--- src/rtl/core/mpwm_pkg.sv ---
// shared types and constants of the multichannel pwm generator
package mpwm_pkg;

  // operation codes carried in the slave-side tuser
  localparam logic [1:0] KIND_TICK   = 2'd0;
  localparam logic [1:0] KIND_TIMING = 2'd1;
  localparam logic [1:0] KIND_MASK   = 2'd2;
  localparam logic [1:0] KIND_NONE   = 2'd3;

  // fixed field widths of the stream payload
  localparam int KIND_W    = 2;
  localparam int CHAN_W    = 4;
  localparam int TFIELD_W  = 32;
  localparam int MASK_W    = 12;
  localparam int S_TDATA_W = 80;
  localparam int M_TDATA_W = 88;

  // default configuration
  localparam int DEF_CHANNELS  = 12;
  localparam int DEF_TIME_BITS = 32;

  // durations after reset, in ticks
  localparam int RESET_DURATION = 20000;

  // per-channel control from the top level
  typedef struct packed {
    logic tick;    // a tick transfer is being processed
    logic active;  // channel enabled before this item
    logic fresh;   // channel newly enabled by a mask write
    logic level;   // current level state of the channel
    logic wr_sel;  // timing write addressed to this channel
  } chan_ctl_t;

endpackage

--- src/rtl/core/mpwm_channel.sv ---
// one pwm channel: toggle schedule, durations and the wrap-safe due test
module mpwm_channel
  import mpwm_pkg::*;
#(
  parameter int TIME_BITS = DEF_TIME_BITS
) (
  input  logic                 clk,
  input  logic                 rst,
  input  logic                 upd,
  input  chan_ctl_t            ctl,
  input  logic [TIME_BITS-1:0] time_now,
  input  logic [TIME_BITS-1:0] period,
  input  logic [TIME_BITS-1:0] high_time,
  output logic                 flip,
  output logic [TIME_BITS-1:0] toggle_next,
  output logic [TIME_BITS-1:0] high_next
);

  logic [TIME_BITS-1:0] toggle;
  logic [TIME_BITS-1:0] high_dur;
  logic [TIME_BITS-1:0] low_dur;
  logic [TIME_BITS-1:0] low_next;
  logic [TIME_BITS-1:0] dur;
  logic [TIME_BITS-1:0] step;
  logic [TIME_BITS-1:0] diff;

  // due test and schedule advance, zero durations count as one
  always_comb begin
    dur         = ctl.level ? low_dur : high_dur;
    step        = (dur == '0) ? TIME_BITS'(1) : dur;
    diff        = toggle - time_now;
    flip        = ctl.tick && ctl.active && diff[TIME_BITS-1];
    toggle_next = toggle;
    if (flip) begin
      toggle_next = toggle + step;
    end else if (ctl.fresh) begin
      toggle_next = time_now;
    end
  end

  // timing write: low duration wraps when the period is below the high time
  always_comb begin
    high_next = high_dur;
    low_next  = low_dur;
    if (ctl.wr_sel) begin
      high_next = high_time;
      low_next  = period - high_time;
    end
  end

  always_ff @(posedge clk) begin
    if (rst) begin
      toggle   <= '0;
      high_dur <= TIME_BITS'(RESET_DURATION);
      low_dur  <= TIME_BITS'(RESET_DURATION);
    end else if (upd) begin
      toggle   <= toggle_next;
      high_dur <= high_next;
      low_dur  <= low_next;
    end
  end

endmodule

--- config.mk ---
export PLATFORM = sky130hd
export DESIGN_NAME = mpwm_channel
export DESIGN_NICKNAME = d
export VERILOG_FILES = /design/src/rtl/core/mpwm_pkg.sv /design/src/rtl/core/mpwm_channel.sv
export SDC_FILE = /design/constraint.sdc
export NUM_CORES = 1
export LEC_CHECK = 0
export BUFFER_PORTS_ARGS = -buffer_cell sky130_fd_sc_hd__buf_2
export CORE_MARGIN = 8
export CORE_UTILIZATION = 55
export CTS_BUF_LIST = sky130_fd_sc_hd__clkbuf_8
export CTS_CLUSTER_DIAMETER = 80
export DETAILED_ROUTE_END_ITERATION = 10
export PLACE_DENSITY = 0.79
export RECOVER_POWER = 25
export SLEW_MARGIN = 20
export SYNTH_ARGS = -nofsm -noshare
export SYNTH_HDL_FRONTEND = slang
export SYNTH_SLANG_ARGS = --single-unit
export TNS_END_PERCENT = 10
--- constraint.sdc ---
create_clock -name clk -period 7.2 [get_ports clk]
set_input_delay 1.44 -clock clk [delete_from_list [all_inputs] [get_ports clk]]
set_output_delay 1.44 -clock clk [all_outputs]
set_load 0.1 [all_outputs]
Yosys cells after proc, flatten, opt, wreduce, memory -nomap -nowiden
Cells that the tools add are included.
- div/mod/pow operators: 0
- bitwise logic cells: 0
- reductions and logical operators: 4
- $mul: 0
- equality and inequality tests: 0
- magnitude comparators: 0
- add/sub/neg operators: 3
- muxes and demuxes: 5
- shift-type cells: 0
- operator list (operator ; number):
    2-to-1 mux 32 bit ; 5
    subtractor 32 bit ; 2
    adder 32 bit ; 1
    zero test 32 bit ; 1
    logical AND 1 bit ; 2
    AND reduction 2 bit ; 1
- latch bits: 0
- memory bits (writable): 0
- word-level logic and storage cells: 15
- flip-flop bits (word level): 96
- input port bits: 104
- memories kept: 0
- output and inout bits: 65
- memory bits (read-only): 0

Logic depth before layout (Yosys ltp)
- depth after elaboration: 5
- gate-level depth with buffers: 18
- mapped depth without buffers: 16

Worst setup path after synthesis
Ideal clock, no wire load.
- kind: input-to-output
- from: in ctl[1] (netlist name)
- to: out toggle_next[30]
- buffers on the path: 2
- stages: 18
- setup slack: -0.460 ns
- data arrival time: 6.220 ns
- path through: clkbuf_1 -> clkbuf_1 -> mux2_2 -> nor4_1 -> nand2_1 -> nand4b_1 -> o21ai_0 -> ha_1 -> fa_1 -> a211oi_1 -> o21ai_0 -> a32oi_1 -> a21bo_2 -> a31oi_1 -> a31oi_1 -> o21ai_0 -> xnor2_1 -> a21oi_1
- longest elaborated chain between the ends: 5
- RTL lines (item ; RTL line ; text):
    from (decl) ; mpwm_channel.sv:10 ; input chan_ctl_t ctl,
    2-to-1 mux 32 bit * ; mpwm_channel.sv:29 ; dur = ctl.level ? low_dur : high_dur;
    zero test 32 bit ; mpwm_channel.sv:30 ; step = (dur == '0) ? TIME_BITS'(1) : dur;
    2-to-1 mux 32 bit * ; mpwm_channel.sv:30 ;
    adder 32 bit * ; mpwm_channel.sv:35 ; toggle_next = toggle + step;
    2-to-1 mux 32 bit * ; mpwm_channel.sv:34 ; if (flip) begin
    to (decl) ; mpwm_channel.sv:15 ; output logic [TIME_BITS-1:0] toggle_next,
Every way passes the cells marked *; elsewhere a longest branch is shown, timed or not.

Worst setup path in the final report
Ends and elaborated chain as after synthesis.

==> reports/results.txt <==
DR vias -> 9,053
DRC violations left -> 0
Tot GR Track Use -> 0.249
RSZ-0062 raised after global routing -> false
CP top delay family -> compound AO/OA/AOI/OAI gates
switching portion of total power -> 0.466
Synth Flop Type -> dfxtp_1
Hold Path Sink -> low_dur[17]$_SDFFE_PP0P_
share of layout cells above drive strength 1 -> 0.211
outcome -> finished, violations left
slowest library cell on the worst path -> mux2_2
Syn Area/Cell -> 7.70 um2
CP max stage delay -> 0.39 ns
H-Tree Depth -> 3
first-pass GRT wire length -> 41,800 um
total gr overflow -> 0
CP arrival -> 5.37 ns
worst rel slew slack -> -0.873
WHS -> 0.457 ns
detailed-route wire length -> 26,400 um
CP Max Fanout -> 23
Netlist Area Pre-Place -> 0.00900 mm2
Final Skew -> 0.0126 ns
Via-to-Cell Ratio -> 5.94
Seq. cell area -> 0.00192 mm2
Place WS -> 0.113 ns
Clk pwr share -> 0.216
total power draw -> 0.00197 W
Yosys cell types -> 69
failing checks -> max-capacitance violations, max-slew violations
Leak Pwr -> 4.91 nW
TritonCTS clock tree -> done
vias in the first global route -> 8,379
Cell Chain, Critical Path -> buf_6, mux2_2, nor4_1, nand4_1, o21ai_0, ha_1, fa_1, a211oi_1, o21ai_1, a32oi_1, a21bo_2, a31oi_1, a31oi_1, o21ai_0, xnor2_1, a21oi_2, buf_12
Min-Delay Startpoint -> low_dur[17]$_SDFFE_PP0P_
Pint -> 0.00105 W
most frequent cells after synthesis -> nand2_1 (144), a21oi_1 (141), dfxtp_1 (96)
worst vdd ir -> 122 uV
worst reg2reg endpoint -> toggle[30]$_SDFFE_PP0P_
post-layout worst setup margin -> 0.392 ns
worst hold path cell count -> 2
Post-DP HPWL -> 20,200 um
Die Span Y -> 144 um
Startpoint Class -> primary input
Clock Sinks -> 96
Worst R2R Start -> high_dur[15]$_SDFFE_PP0P_
largest net degree at the start of global routing -> 54
setup tns final -> 0 ns
Area Overhead vs Synth -> 14.0%
register area share after synthesis -> 0.213
top cell type's share of synthesized area -> 0.213
Final ANT Viol Nets -> 0
Site Rows -> 46
Max Freq -> 0.147 GHz
initial cell density of the core -> 0.565
nets@finish -> 1,502
ant diodes -> 0
CP Buf/Inv Count -> 2
Root Driver -> clkbuf_8
wire per inst -> 17.3 um
leading post-synthesis cells by cell area -> dfxtp_1 (21%), ha_1 (13%), mux2_2 (8.1%)
Slew Limit Fails -> 142
DR pass1 iterations -> 6
IO Port Bufs -> 168
Core Footprint -> 0.0159 mm2
Crit path required time -> 5.76 ns
Mapped Cells -> 1,170
total of max-cap violations -> 3
Fill cells -> 1,411
Clock Tree Buf Depth -> 2
part of the power in registers -> 0.309
endpoints failing setup -> 0
min cycle time layout -> 6.81 ns
Reg2Reg Depth -> 16
post-cts sizing count -> 0
CTS Buf Count -> 9
Synth area leader -> dfxtp_1
register bit count reported by yosys -> 96
fin crit share -> 0.946
switching power total -> 0.000917 W
DIE AREA -> 0.0207 mm2
GPL Wtd Cong -> 0.919
I/O pins -> 169
Gate power share -> 0.475
Post-synth EDFFs -> 0
Hold Fails Final Rpt -> 0
most common cell in the synthesized netlist -> nand2_1
CTS clk-pin slew, worst paths -> 0.11 ns
r2r setup slk -> 3.29 ns
# Post-CTS Setup Buffers -> 0
die width -> 144 um
synthesized net count -> 1,368
area of the multi-input gates -> 0.00658 mm2
# hold bufs at CTS -> 0
worst-margin pin slew -> 2.81 ns
Crit. End Element -> output pin
asr flop ratio synth -> 0
Final Util -> 0.644
Crit Path Class -> primary input to output pin
YS warnings -> 0
initial DRC count -> 731
Clock Latency Late Sink -> 0.40 ns
Pwr Density -> 192 mW/mm2
HP Class -> flip-flop to flip-flop
initial antenna violation count -> 0
==> layer usage <==
layer  vias to the layer above  track usage  wire length, um  part of all wire
li1                       4513            -                -                 -
met1                      4141        0.351            12500              0.47
met2                       373        0.384            11400              0.43
met3                        26       0.0358             2120             0.080
met4                         0       0.0725              335             0.013
met5                         -            0                0                 0
==> sequential cells by signal, summed over array words and instances (netlist names) <==
register,flops
high_dur,32
toggle,32
low_dur,32
==> per-stage QoR <==
stage,std cells,area [um2]
after global routing,1525,10300
after CTS,1525,10300
after detailed placement,1509,10000
after global placement,1509,10000
after floorplan,1170,9010
final,1525,10300
==> layout make-up <==
| cell class | instances | share of cell area |
|---|---|---|
| clock inverter | 7 | 0.0101 |
| clock buffer | 9 | 0.0121 |
| tap | 216 | 0.0263 |
| multi-input combinational | 940 | 0.641 |
| timing repair buffer | 177 | 0.0944 |
| sequential | 96 | 0.187 |
| inverter | 80 | 0.0292 |
==> how the worst max path moves through the flow <==
stage | from | end | cells after the start
2_1_floorplan | ctl[1] | toggle_next[24] | 18
3_3_place_gp | ctl[1] | toggle_next[30] | 17
3_5_place_dp | ctl[1] | toggle_next[30] | 17
4_1_cts | ctl[1] | toggle_next[30] | 17
5_1_grt | ctl[1] | toggle_next[30] | 18
6_report | ctl[1] | toggle_next[30] | 17
==> cell usage in the layout, fill, tap and decap left out, types with 19 or more instances in the layout <==
| cell | n |
|---|---|
| buf_2 | 162 |
| nand2_1 | 144 |
| a21oi_1 | 140 |
| dfxtp_1 | 96 |
| ha_1 | 92 |
| inv_1 | 78 |
| mux2_2 | 65 |
| nand3_1 | 56 |
| o21ai_0 | 51 |
| nor2_1 | 36 |
| a21o_1 | 32 |
| xnor2_1 | 28 |
| mux2i_1 | 25 |
| and2_1 | 24 |
| a211oi_1 | 23 |
| o21a_1 | 19 |
==> power groups by stage <==
stage	Combinational, W	Clock (W)	Sequential, W
final	0.000934	0.000424	0.000608
after global placement	0.000913	0	0.000619
after floorplan	0.000739	0	0.000600
after global routing	0.00100	0.000443	0.000612
after CTS	0.000927	0.000427	0.000606
after detailed placement	0.000923	0	0.000618
==> cell families (layout without fill, tap and decap cells) <==
group	count (synthesis)	in the layout	share of synthesized area
adders and majority gates	94	94	0.132
xor gates and xnor gates	44	44	0.0428
and+or+nand+nor	356	356	0.193
AOI/OAI and AO/OA	356	356	0.253
DFF	96	96	0.213
muxes	90	90	0.109
buffers and inverters	134	273	0.0564
==> worst min-delay path, stage by stage (launching register included) <==
cell and delay (ns):
dfxtp_1 0.32, nand2_1 0.05, a21oi_1 0.05
Note: power is estimated with default switching activity, not from simulation.
